===== config.mk =====
export PLATFORM = sky130hd
export DESIGN_NAME = siwl_ctrl
export DESIGN_NICKNAME = d
export VERILOG_FILES = /design/src/hdl/siwl_pkg.sv /design/src/hdl/siwl_ctrl.sv
export SDC_FILE = /design/constraint.sdc
export NUM_CORES = 1
export LEC_CHECK = 0
export BUFFER_PORTS_ARGS = -buffer_cell sky130_fd_sc_hd__buf_2
export CAP_MARGIN = 20
export CORE_AREA = 3 3 70 72
export DETAILED_ROUTE_END_ITERATION = 16
export DIE_AREA = 0 0 73 75
export GPL_TIMING_DRIVEN = 1
export PLACE_DENSITY_LB_ADDON = 0.3
export RECOVER_POWER = 100
export SLEW_MARGIN = 20
export SYNTH_ARGS = -nofsm -noshare
export SYNTH_HDL_FRONTEND = slang
export SYNTH_SLANG_ARGS = --single-unit

===== constraint.sdc =====
create_clock -name clk -period 2.2 [get_ports clk]
set_input_delay 0.33 -clock clk [delete_from_list [all_inputs] [get_ports clk]]
set_output_delay 0.33 -clock clk [all_outputs]
set_load 0.01 [all_outputs]

===== src/hdl/siwl_pkg.sv =====
// Shared types and constants for the sorted interval wait lookup unit.
// Used by siwl_ctrl, siwl_dpath and the top level; depends on nothing.
package siwl_pkg;

    localparam int TIME_W            = 30;
    localparam int WAIT_W            = 31;
    localparam int MAX_INTERVALS_DEF = 1024;

    typedef enum logic [1:0] {
        FUNC_CLEAR  = 2'd0,
        FUNC_INSERT = 2'd1,
        FUNC_QUERY  = 2'd2,
        FUNC_NOP    = 2'd3
    } func_t;

    typedef struct packed {
        func_t               func;
        logic [TIME_W-1:0]   start_time;
        logic [TIME_W-1:0]   end_time;
        logic [TIME_W-1:0]   point;
    } req_t;

    typedef struct packed {
        logic                     status;
        logic signed [WAIT_W-1:0] wait_span;
    } rsp_t;

    // Memory read address source
    typedef enum logic [1:0] {
        RD_MID   = 2'd0,
        RD_PREV  = 2'd1,
        RD_NEXT  = 2'd2,
        RD_SHIFT = 2'd3
    } rd_sel_t;

    // Result kind
    typedef enum logic [1:0] {
        RES_ZERO = 2'd0,
        RES_FULL = 2'd1,
        RES_NONE = 2'd2,
        RES_GAP  = 2'd3
    } res_sel_t;

    typedef struct packed {
        logic     load_item;
        logic     clear_count;
        logic     search_init;
        logic     search_step;
        logic     rd_en;
        rd_sel_t  rd_sel;
        logic     shift_write;
        logic     ins_write;
        logic     res_set;
        res_sel_t res_sel;
        logic     out_load;
    } cmd_t;

    typedef struct packed {
        func_t func;
        logic  full;
        logic  lo_lt_hi;
        logic  shift_more;
        logic  lo_nonzero;
        logic  lo_lt_count;
        logic  in_prev;
        logic  out_free;
    } sts_t;

endpackage


===== src/hdl/siwl_ctrl.sv =====
// Controller state machine of the sorted interval wait lookup unit.
// Sequences search, shift, check and result steps; depends on siwl_pkg.
module siwl_ctrl
    import siwl_pkg::*;
(
    input  logic clk,
    input  logic rst_n,
    input  logic req_valid,
    output logic req_stall,
    output cmd_t cmd,
    input  sts_t sts
);

    typedef enum logic [11:0] {
        ST_IDLE     = 12'b0000_0000_0001,
        ST_DECODE   = 12'b0000_0000_0010,
        ST_SRCH_RD  = 12'b0000_0000_0100,
        ST_SRCH_CMP = 12'b0000_0000_1000,
        ST_SH_RD    = 12'b0000_0001_0000,
        ST_SH_WR    = 12'b0000_0010_0000,
        ST_INS_WR   = 12'b0000_0100_0000,
        ST_PRV_RD   = 12'b0000_1000_0000,
        ST_PRV_CHK  = 12'b0001_0000_0000,
        ST_NXT_RD   = 12'b0010_0000_0000,
        ST_NXT_CHK  = 12'b0100_0000_0000,
        ST_FINISH   = 12'b1000_0000_0000
    } state_t;

    state_t state_reg;
    state_t state_next;

    assign req_stall = (state_reg != ST_IDLE);

    always_comb
    begin
        cmd        = '0;
        state_next = state_reg;
        case (state_reg)
            ST_IDLE:
            begin
                if (req_valid)
                begin
                    cmd.load_item = 1'b1;
                    state_next    = ST_DECODE;
                end
            end
            ST_DECODE:
            begin
                case (sts.func)
                    FUNC_CLEAR:
                    begin
                        cmd.clear_count = 1'b1;
                        cmd.res_set     = 1'b1;
                        cmd.res_sel     = RES_ZERO;
                        state_next      = ST_FINISH;
                    end
                    FUNC_INSERT:
                    begin
                        if (sts.full)
                        begin
                            cmd.res_set = 1'b1;
                            cmd.res_sel = RES_FULL;
                            state_next  = ST_FINISH;
                        end
                        else
                        begin
                            cmd.search_init = 1'b1;
                            state_next      = ST_SRCH_RD;
                        end
                    end
                    FUNC_QUERY:
                    begin
                        cmd.search_init = 1'b1;
                        state_next      = ST_SRCH_RD;
                    end
                    default:
                    begin
                        cmd.res_set = 1'b1;
                        cmd.res_sel = RES_ZERO;
                        state_next  = ST_FINISH;
                    end
                endcase
            end
            ST_SRCH_RD:
            begin
                if (sts.lo_lt_hi)
                begin
                    cmd.rd_en  = 1'b1;
                    cmd.rd_sel = RD_MID;
                    state_next = ST_SRCH_CMP;
                end
                else if (sts.func == FUNC_INSERT)
                    state_next = ST_SH_RD;
                else
                    state_next = ST_PRV_RD;
            end
            ST_SRCH_CMP:
            begin
                cmd.search_step = 1'b1;
                state_next      = ST_SRCH_RD;
            end
            ST_SH_RD:
            begin
                // Move entries up one slot, from the top down to the insert position
                if (sts.shift_more)
                begin
                    cmd.rd_en  = 1'b1;
                    cmd.rd_sel = RD_SHIFT;
                    state_next = ST_SH_WR;
                end
                else
                    state_next = ST_INS_WR;
            end
            ST_SH_WR:
            begin
                cmd.shift_write = 1'b1;
                state_next      = ST_SH_RD;
            end
            ST_INS_WR:
            begin
                cmd.ins_write = 1'b1;
                cmd.res_set   = 1'b1;
                cmd.res_sel   = RES_ZERO;
                state_next    = ST_FINISH;
            end
            ST_PRV_RD:
            begin
                if (sts.lo_nonzero)
                begin
                    cmd.rd_en  = 1'b1;
                    cmd.rd_sel = RD_PREV;
                    state_next = ST_PRV_CHK;
                end
                else
                    state_next = ST_NXT_RD;
            end
            ST_PRV_CHK:
            begin
                if (sts.in_prev)
                begin
                    cmd.res_set = 1'b1;
                    cmd.res_sel = RES_ZERO;
                    state_next  = ST_FINISH;
                end
                else
                    state_next = ST_NXT_RD;
            end
            ST_NXT_RD:
            begin
                if (sts.lo_lt_count)
                begin
                    cmd.rd_en  = 1'b1;
                    cmd.rd_sel = RD_NEXT;
                    state_next = ST_NXT_CHK;
                end
                else
                begin
                    cmd.res_set = 1'b1;
                    cmd.res_sel = RES_NONE;
                    state_next  = ST_FINISH;
                end
            end
            ST_NXT_CHK:
            begin
                cmd.res_set = 1'b1;
                cmd.res_sel = RES_GAP;
                state_next  = ST_FINISH;
            end
            ST_FINISH:
            begin
                // Wait for the output slot to free up
                if (sts.out_free)
                begin
                    cmd.out_load = 1'b1;
                    state_next   = ST_IDLE;
                end
            end
            default:
                state_next = ST_IDLE;
        endcase
    end

    always_ff @(posedge clk or negedge rst_n)
    begin
        if (!rst_n)
            state_reg <= ST_IDLE;
        else
            state_reg <= state_next;
    end

    a_state_onehot: assert property (@(posedge clk) disable iff (!rst_n)
        $onehot(state_reg))
        else $error("controller state not one-hot");

    a_accept_decode: assert property (@(posedge clk) disable iff (!rst_n)
        (req_valid && !req_stall) |=> (state_reg == ST_DECODE))
        else $error("transfer not followed by decode");

    a_finish_load: assert property (@(posedge clk) disable iff (!rst_n)
        cmd.out_load |-> sts.out_free)
        else $error("result loaded over a pending transfer");

endmodule

==> flow_summary.json, run 1 <==
{
  "design_area_um2": 1381,
  "slew_viol_final": 0,
  "multi_input_comb_area_um2": 683.2,
  "crit_path_max_fanout": 4,
  "floorplan.rows": 24,
  "floorplan.die_area_um2": 5475,
  "drt-met1-wl_mm": 1.238,
  "cp.arrival_ns": 1.84,
  "layout.cells.most_common_list": "24 x sky130_fd_sc_hd__buf_2, 14 x sky130_fd_sc_hd__buf_4, 9 x sky130_fd_sc_hd__dfrtp_2",
  "layoutNonFillerInstCount": 199,
  "floorplan.initialDensity_pct": 22.93,
  "n_antenna_cell": 0,
  "cts_root_buffer": "sky130_fd_sc_hd__clkbuf_8",
  "worst_path_class_setup": "reg -> out",
  "worst_vdd_drop_mv": 0.1733,
  "rsz0062_at_grt": "yes",
  "dp_hpwl_mm": 2.111,
  "place_area_um2": 1172,
  "ant_nets": 0,
  "outcome": "complete, no violations",
  "count_of_final_hold_check_violations": 0,
  "fill_cells": 450,
  "crit_end_category": "output pin",
  "post_drt_via_cell_ratio": 4.970,
  "top_layer_used": "met4",
  "detail_route.wl_per_cell_um": 14.33,
  "worst_slack_ns": 0.03298,
  "largest_register_ffs": 12,
  "finalClockSkew_ns": 0.005125,
  "totalWireLength_mm": 2.851,
  "drive_above_1_share_pct": 48.30,
  "areaGrowthSynthToFinish_pct": 38.35,
  "netlist_area_um2": 998.5,
  "cts_tree": "built",
  "setup-violations-final": 0,
  "number_of_enable_flip_flop_cells_after_synthesis": 0,
  "globalplace.congestion": 0.8598,
  "cts.sinks": 12,
  "finalHoldWorstSlack_ns": 0.2482,
  "num_vias": 989,
  "max-cap-violations": 0,
  "wl_met2_mm": 1.428,
  "ys_ff_latch": 12,
  "mean_area_per_synthesized_cell_um2": 9.245,
  "met3WireLength_um": 131,
  "ys_seq_area_share_pct": 30.20,
  "maximum_number_of_pins_on_one_net_before_global_route_repair": 15,
  "dr.first_iter.drc_count": 31,
  "final_common_cell": "sky130_fd_sc_hd__buf_2",
  "ys.flop_type": "sky130_fd_sc_hd__dfrtp_1",
  "synth_nets": 123,
  "vias_in_the_first_global_route": 903,
  "cts_max_level": 1,
  "post-place-cells": 182,
  "cts_inserted_buffers": 3,
  "maxClockFrequency_mhz": 461.5,
  "layout_worst_path_cycle_share_pct": 98.50,
  "grt_overflow_total": 0,
  "critPathLaunchType": "register",
  "number_of_antenna_violations_at_the_first_check_in_global_routing": 0,
  "regArea_um2": 312.8,
  "postSynth.asyncResetShare_pct": 100.0,
  "syn-instance-count": 108,
  "yosys_warnings": 0,
  "floorplan.core_area_um2": 4354,
  "drt-pass1-iter-count": 4,
  "power-per-cell-area_nw_per_um2": 693.5,
  "die_w_um": 73,
  "io_buffers": 25,
  "hold_path_depth": 2,
  "cts.reportedPaths.clkPinSlew_ns": 0.06,
  "grt.total_usage_pct": 10.64,
  "finalCriticalPeriod_ns": 2.167,
  "boundaryPins": 26,
  "place_ws_ns": 0.1695,
  "ys_types": 48,
  "drcViolationCount": 0,
  "grt_first_pass_wirelength_mm": 4.347,
  "worstSkewPairLatency_ns": 0.25,
  "slew_headroom_pct": 54.67,
  "clk_path_buf_depth": 2,
  "die_height_um": 75,
  "worstMarginPinSlew_ns": 0.6799,
  "critPathRequiredTime_ns": 1.87,
  "reg2regPathDepth": 5,
  "finish.net_count": 163,
  "leakagePower_nw": 0.6567,
  "timing.hold.worst.class": "in -> reg"
}
==> area by class of cell <==
class                   count  area share, %
well taps                  52          4.710
clock buffers               4          3.986
repair buffers             40          17.30
multi-input cells          84          49.46
inverters                   7          1.902
flip-flops and latches     12          22.65
==> worst max-delay path: stages, from the launching register on <==
cell                      delay [ns]
sky130_fd_sc_hd__dfrtp_2        0.43
sky130_fd_sc_hd__buf_4          0.15
sky130_fd_sc_hd__buf_4          0.14
sky130_fd_sc_hd__or4_4          0.55
sky130_fd_sc_hd__o21ai_0        0.17
sky130_fd_sc_hd__buf_2          0.15
==> layer usage <==
metal	track usage [%]	up-vias
met5	0	-
met4	5.533	0
met3	2.937	4
met2	16.78	17
met1	13.26	478
li1	-	490
==> what timing repair did <==
item | CTS | global route
hold endpoints to repair | 11 | 0
resized for setup | 6 | 11
hold buffers | 1 | 0
buffers inserted | 3 | 9
pin swaps | 3 | 8
endpoints found under the setup margin | 6 | 8
==> power by group <==
part	switching [mW]	internal [mW]	total, mW	leakage [nW]
clock	0.0968	0.159	0.256	0.0288
combinational	0.208	0.196	0.404	0.480
sequential	0.0472	0.252	0.299	0.148
==> final timing paths <==
kind,start,to,slack [ns]
setup / recovery,state_reg[8],cmd[3],0.03
setup reg to reg,state_reg[8],state_reg[0],0.44
max in group asynchronous,rst_n,state_reg[6],1.09
hold / removal,req_valid,state_reg[0],0.25
min in group asynchronous,rst_n,state_reg[2],0.63
hold reg to reg,state_reg[9],state_reg[9],0.66
==> through the flow <==
stage	util (%)	setup TNS [ns]	power, mW
finish	31.72	0	0.9580
global route	31.72	-0.1832	1.022
CTS	29.45	-0.0006641	0.9345
detailed placement	26.93	0	0.6293
global placement	26.93	0	0.6282
floorplan	-	0	0.5227
==> cell usage after synthesis, drive strengths merged, types with 2 or more instances <==
cell    instances  area (µm²)
dfrtp          11       275.3
nor2           10       40.04
inv             7       26.28
nor3            6       35.03
nand2           5       21.27
nor4b           5       43.79
buf             4       26.27
nand3           4       20.02
nor3b           4       30.03
nor4            4       61.31
a21oi           3       15.01
and3            3       18.77
ha              3       37.54
nand2b          3       18.77
nand3b          3       22.52
o21ai           3       15.01
or4             3       33.78
a211oi          2       15.01
nor2b           2       12.51
o32ai           2       25.03
or4b            2       20.02
xor2            2       17.52
==> cell families (layout without fill, tap and decap cells) <==
kind of cell,count (synthesis),count (layout),share of synthesized area (%)
AND/OR/NAND/NOR,60,60,41.98
flip-flops,12,12,30.20
XOR/XNOR,2,2,1.755
AO/OA/AOI/OAI,19,19,16.54
adder cells (fa/ha/maj),3,3,3.760
buffers and inverters,12,51,5.764
(Power assumes the default switching activity.)
==> inputs of run 2 (changes only) <==
--- a/config.mk
+++ b/config.mk
@@ -5,11 +5,13 @@
 export SDC_FILE = /design/constraint.sdc
 export NUM_CORES = 1
 export LEC_CHECK = 0
+export ABC_AREA = 1
 export BUFFER_PORTS_ARGS = -buffer_cell sky130_fd_sc_hd__buf_2
 export CAP_MARGIN = 20
-export CORE_AREA = 3 3 70 72
+export CORE_AREA = 3 3 66 68
+export CTS_CLUSTER_DIAMETER = 60
 export DETAILED_ROUTE_END_ITERATION = 16
-export DIE_AREA = 0 0 73 75
+export DIE_AREA = 0 0 69 71
 export GPL_TIMING_DRIVEN = 1
 export PLACE_DENSITY_LB_ADDON = 0.3
 export RECOVER_POWER = 100
==> run 2 against run 1 <==
Effect of this change:
- critical path type unchanged
- core utilization is 3.8 points lower
- final area is 21% lower
- fmax is 9.6% higher
- synthesized area is 13% lower
- die area is 11% lower
- global-route usage is 1.5 points lower
- non-clock buffer count is 14 lower
- routed wire length is 25% lower
- largest power group unchanged
- combinational power is 23% lower
==> flow_summary.json, run 2 <==
{
  "cpPeakStageDelay_ns": 0.39,
  "worstSkewPairLatency_ns": 0.25,
  "power-per-cell-area_nw_per_um2": 760.7,
  "globalplace.congestion": 0.8215,
  "worstMarginPinSlew_ns": 0.6907,
  "finish.net_count": 179,
  "ys_ff_latch": 12,
  "cts_max_level": 1,
  "critPathBufInv": 1,
  "die_w_um": 69,
  "cts.sinks": 12,
  "cts.reportedPaths.clkPinSlew_ns": 0.06,
  "drt-pass1-iter-count": 4,
  "detail_route.wl_per_cell_um": 10.04,
  "holdBufCountCts": 1,
  "multi_input_comb_area_um2": 447.9,
  "drcViolationCount": 0,
  "vias_in_the_first_global_route": 843,
  "max-cap-violations": 0,
  "synth.top_cells.by_area": "sky130_fd_sc_hd__dfrtp_1 32%, sky130_fd_sc_hd__nand2_1 13%, sky130_fd_sc_hd__inv_1 12%",
  "grt_first_pass_wirelength_mm": 3.601,
  "outcome": "complete, no violations",
  "largest_register_ffs": 12,
  "cp_num_cells": 7,
  "number_of_enable_flip_flop_cells_after_synthesis": 0,
  "post_cts.repair.setup_buffers": 0,
  "fill_cells": 470,
  "areaGrowthSynthToFinish_pct": 25.79,
  "worst_vdd_drop_mv": 0.2250,
  "count_of_final_hold_check_violations": 0,
  "yosys_warnings": 0,
  "regArea_um2": 301.5,
  "boundaryPins": 26,
  "crit_path_max_delay_family": "simple AND/OR/NAND/NOR gates",
  "ys_types": 17,
  "number_of_antenna_violations_at_the_first_check_in_global_routing": 0,
  "postSynth.asyncResetShare_pct": 100.0,
  "grt.total_usage_pct": 9.172,
  "cts_inserted_buffers": 3,
  "worst_slack_ns": 0.2221,
  "io_buffers": 25,
  "critPathSlowestCell": "sky130_fd_sc_hd__dfrtp_1",
  "timing.hold.worst.class": "in -> reg",
  "critPathLaunchType": "register",
  "total_power_mw": 0.8309,
  "crit_end_category": "output pin",
  "finalClockSkew_ns": 0.005963,
  "dr.first_iter.drc_count": 31,
  "cts_repair_resize_count": 0,
  "synth_largest_type_area_fraction_pct": 31.70,
  "die_height_um": 71,
  "crit_path_max_fanout": 8,
  "layout.core_utilization_pct": 27.91,
  "count_leader_synth": "sky130_fd_sc_hd__nand2_1",
  "maxClockFrequency_mhz": 505.6,
  "cts_root_buffer": "sky130_fd_sc_hd__clkbuf_8",
  "drive_above_1_share_pct": 14.72,
  "hold_path_depth": 2,
  "cts_tree": "built",
  "n_antenna_cell": 0,
  "ant_nets": 0,
  "netlist_area_um2": 868.3,
  "layout.cells.most_common_list": "33 x sky130_fd_sc_hd__nand2_1, 28 x sky130_fd_sc_hd__inv_1, 23 x sky130_fd_sc_hd__nor2_1",
  "crit_path_frequent_cell": "sky130_fd_sc_hd__nand2_1",
  "mean_area_per_synthesized_cell_um2": 6.529,
  "grt_overflow_total": 0,
  "floorplan.die_area_um2": 4899,
  "totalWireLength_mm": 2.139,
  "ys.flop_type": "sky130_fd_sc_hd__dfrtp_1",
  "slew_viol_final": 0,
  "rsz0062_at_grt": "no",
  "post_drt_via_cell_ratio": 4.000,
  "worst_path_class_setup": "reg -> out",
  "synth.cells.most_frequent": "29 x sky130_fd_sc_hd__nand2_1, 28 x sky130_fd_sc_hd__inv_1, 23 x sky130_fd_sc_hd__nor2_1",
  "fin_setup_tns_ns": 0,
  "num_vias": 852,
  "finalHoldWorstSlack_ns": 0.2438,
  "critPathRequiredTime_ns": 1.87,
  "finalCriticalPeriod_ns": 1.978,
  "dp_hpwl_mm": 1.818,
  "ys_seq_area_share_pct": 34.73,
  "maximum_number_of_pins_on_one_net_before_global_route_repair": 13,
  "floorplan.initialDensity_pct": 22.19,
  "synth_top_area_cell": "sky130_fd_sc_hd__dfrtp_1",
  "cp.arrival_ns": 1.65,
  "place_ws_ns": 0.5156,
  "slew_headroom_pct": 53.95,
  "synth_nets": 148,
  "floorplan.rows": 23,
  "final_common_cell": "sky130_fd_sc_hd__nand2_1",
  "clk_path_buf_depth": 2,
  "reg2regPathDepth": 8,
  "floorplan.core_area_um2": 3914,
  "layout_worst_path_cycle_share_pct": 89.91,
  "leakagePower_nw": 0.6226,
  "setup-violations-final": 0,
  "worstPathCellList": "nor2_1 > nand2_1 > nor2_4 > nand2_1 > o21ai_0 > or2_1 > buf_2",
  "syn-instance-count": 133
}
[run 2: cell types whose count changed in the layout (fill, tap and decap cells not counted), moves of 11 or more]
cell and delta:
sky130_fd_sc_hd__clkbuf_1 +11, sky130_fd_sc_hd__nor2_1 +15, sky130_fd_sc_hd__buf_2 -11, sky130_fd_sc_hd__inv_1 +21
sky130_fd_sc_hd__buf_4 -14, sky130_fd_sc_hd__nand2_1 +29
[run 2: routing by layer]
layer,vias to the layer above,track usage [%],wire length [µm]
li1,465,-,-
met2,21,14.72,953
met3,4,1.420,83
met4,0,4.555,35
met1,362,12.00,1067
met5,-,0,0
[run 2: power by group]
group          total, mW  internal, mW  leakage, nW  switching [mW]
Sequential         0.267         0.251        0.163          0.0165
Combinational      0.312         0.107        0.431           0.205
Clock              0.252         0.159       0.0288          0.0932
[run 2: cells by family (layout without fill, tap and decap cells)]
group	Yosys count	in the layout	share of synthesized area (%)
adders and majority gates	3	3	4.323
buffers and inverters	28	58	12.10
DFF	12	12	34.73
and+or+nand+nor	79	79	41.50
AOI/OAI and AO/OA	11	11	7.349
[run 2: per-stage QoR]
stage | cells | instance area [µm²]
2_1_floorplan | 133 | 868.3
3_3_place_gp | 208 | 1056
3_5_place_dp | 208 | 1056
4_1_cts | 213 | 1121
5_1_grt | 213 | 1092
6_report | 213 | 1092
[run 2: final cells by class]
class | instances | share of cell area (%)
inverters | 28 | 9.622
multi-input cells | 93 | 41.01
well taps | 50 | 5.727
clock buffers | 4 | 5.040
flip-flops and latches | 12 | 27.61
repair buffers | 26 | 11.00
[run 2: final timing paths]
kind / to / slack, ns / from
max: cmd[8] / 0.22 / state_reg[5]
min: state_reg[6] / 0.24 / sts[4]
max reg2reg: state_reg[0] / 0.84 / state_reg[5]
min reg2reg: state_reg[6] / 0.59 / state_reg[5]
max in group asynchronous: state_reg[3] / 1.12 / rst_n
min in group asynchronous: state_reg[6] / 0.63 / rst_n
[run 2: worst register-to-register path, stage by stage, from the launching register on]
cell and delay [ns]:
sky130_fd_sc_hd__dfrtp_1 0.39, sky130_fd_sc_hd__nor2_1 0.14, sky130_fd_sc_hd__nand2_1 0.15, sky130_fd_sc_hd__nor2_4 0.20, sky130_fd_sc_hd__nand2_1 0.16, sky130_fd_sc_hd__nand2_1 0.10, sky130_fd_sc_hd__nor2_1 0.04, sky130_fd_sc_hd__nand3_1 0.07
sky130_fd_sc_hd__nand2_1 0.05
==> inputs of run 3 (changes only) <==
--- a/config.mk
+++ b/config.mk
@@ -6,14 +6,14 @@
 export NUM_CORES = 1
 export LEC_CHECK = 0
 export ABC_AREA = 1
-export BUFFER_PORTS_ARGS = -buffer_cell sky130_fd_sc_hd__buf_2
 export CAP_MARGIN = 20
 export CORE_AREA = 3 3 66 68
 export CTS_CLUSTER_DIAMETER = 60
 export DETAILED_ROUTE_END_ITERATION = 16
 export DIE_AREA = 0 0 69 71
+export DONT_BUFFER_PORTS = 1
 export GPL_TIMING_DRIVEN = 1
-export PLACE_DENSITY_LB_ADDON = 0.3
+export PLACE_DENSITY_LB_ADDON = 0.15
 export RECOVER_POWER = 100
 export SLEW_MARGIN = 20
 export SYNTH_ARGS = -nofsm -noshare
==> run 3 against run 2 <==
Effect of this change:
- combinational power down 7.4%
- fmax down 0.11%
- die area unchanged
- hold slack worse by 0.092 ns
- count of clock-buffer cells in the layout unchanged
- register-to-register slack worse by 0.06 ns
- largest cell class unchanged
==> flow_summary.json, run 3 (synthesis gave the netlist of run 2 again) <==
{
  "layout.cells.most_common_list": "33 x sky130_fd_sc_hd__nand2_1, 28 x sky130_fd_sc_hd__inv_1, 24 x sky130_fd_sc_hd__nor2_1",
  "fill_cells": 475,
  "finish.net_count": 154,
  "worst_slack_ns": 0.2199,
  "n_antenna_cell": 0,
  "grt_first_pass_wirelength_mm": 3.795,
  "cts_root_buffer": "sky130_fd_sc_hd__clkbuf_8",
  "layout_worst_path_cycle_share_pct": 90.01,
  "final_common_cell": "sky130_fd_sc_hd__nand2_1",
  "max-cap-violations": 0,
  "reg2reg_setup_slack_ns": 0.78,
  "drive_above_1_share_pct": 7.971,
  "place_area_um2": 930.9,
  "count_of_final_hold_check_violations": 0,
  "cts_inserted_buffers": 3,
  "layout.core_utilization_pct": 25.13,
  "worstSkewPairLatency_ns": 0.24,
  "num_vias": 801,
  "place_ws_ns": 0.5356,
  "io_buffers": 0,
  "floorplan.core_area_um2": 3914,
  "leakagePower_nw": 0.5530,
  "power-per-cell-area_nw_per_um2": 811.7,
  "crit_end_category": "output pin",
  "ant_nets": 0,
  "worst_path_class_setup": "reg -> out",
  "largest_register_ffs": 12,
  "totalWireLength_mm": 2.130,
  "floorplan.rows": 23,
  "vias_in_the_first_global_route": 825,
  "floorplan.die_area_um2": 4899,
  "fin_setup_tns_ns": 0,
  "finalHoldWorstSlack_ns": 0.1517,
  "post_drt_via_cell_ratio": 4.261,
  "cp.arrival_ns": 1.65,
  "boundaryPins": 26,
  "cts_repair_resize_count": 0,
  "areaGrowthSynthToFinish_pct": 13.26,
  "maximum_number_of_pins_on_one_net_before_global_route_repair": 13,
  "finalCriticalPeriod_ns": 1.980,
  "hold_path_origin": "sts[4]",
  "cts_tree": "built",
  "grt_overflow_total": 0,
  "outcome": "complete, no violations",
  "timing.hold.worst.class": "in -> reg",
  "drcViolationCount": 0,
  "grt_use_met3_pct": 5.114,
  "total_power_mw": 0.7982,
  "clk_path_buf_depth": 2,
  "layoutNonFillerInstCount": 188,
  "worstMarginPinSlew_ns": 0.5862,
  "dp_hpwl_mm": 1.836,
  "met2_resource_use_gr_pct": 15.89,
  "crit_start": "state_reg[0]",
  "finalClockSkew_ns": 0.0009369,
  "slew_viol_final": 0,
  "setup-violations-final": 0,
  "number_of_antenna_violations_at_the_first_check_in_global_routing": 0,
  "globalRoute.busiestLayer": "met2",
  "die_height_um": 71,
  "post-place-cells": 183,
  "detail_route.wl_per_cell_um": 11.33,
  "grt.total_usage_pct": 9.806,
  "cts.reportedPaths.clkPinSlew_ns": 0.05,
  "cts.sinks": 12,
  "rsz0062_at_grt": "no",
  "floorplan.initialDensity_pct": 22.19,
  "drt-pass1-iter-count": 4,
  "worst_vdd_drop_mv": 0.2343,
  "dr.first_iter.drc_count": 25,
  "critPathRequiredTime_ns": 1.87,
  "critPathLaunchType": "register",
  "slew_headroom_pct": 60.79,
  "design_area_um2": 983.4,
  "cts_max_level": 1,
  "crit_path_max_fanout": 6,
  "met1_demand_to_capacity_share_in_global_routing_pct": 11.68,
  "regToRegStartpoint": "state_reg[3]",
  "maxClockFrequency_mhz": 505.0,
  "globalplace.congestion": 0.7585,
  "die_w_um": 69
}
[run 3: routing by layer]
metal | part of all wire (%) | vias up
met5 | 0 | -
met2 | 45 | 25
li1 | - | 417
met1 | 45 | 357
met4 | 0.56 | 0
met3 | 8.6 | 2
[run 3: layout make-up]
type | instances | area [µm²] | share of cell area [%]
sequential | 12 | 301.5 | 30.66
tap | 50 | 62.56 | 6.361
inverter | 28 | 105.1 | 10.69
clock buffer | 4 | 55.05 | 5.598
multi-input combinational | 93 | 449.2 | 45.67
timing repair buffer | 1 | 10.01 | 1.018
[run 3: final timing paths]
path / depth (start not counted) / to
max: 6 / cmd[8]
min: 1 / state_reg[6]
max reg2reg: 8 / state_reg[0]
min reg2reg: 3 / state_reg[6]
max in group asynchronous: 1 / state_reg[8]
min in group asynchronous: 1 / state_reg[1]
[run 3: what timing repair did]
action / 4_1_cts / 5_1_grt
hold endpoints to repair: 12 / 0
hold buffers: 1 / 0
buffers inserted: 0 / 0
[run 3: critical path, cell delays in order, from the launching register on]
cell	delay (ns)
sky130_fd_sc_hd__dfstp_2	0.55
sky130_fd_sc_hd__nor2_1	0.04
sky130_fd_sc_hd__nand2_1	0.17
sky130_fd_sc_hd__nor2_4	0.08
sky130_fd_sc_hd__nand3_1	0.16
sky130_fd_sc_hd__o21ai_2	0.11
sky130_fd_sc_hd__or2_1	0.28
[run 3: where the power goes]
| part | internal, mW | switching, mW |
|---|---|---|
| clock | 0.158 | 0.0833 |
| sequential | 0.251 | 0.0174 |
| combinational | 0.0887 | 0.200 |
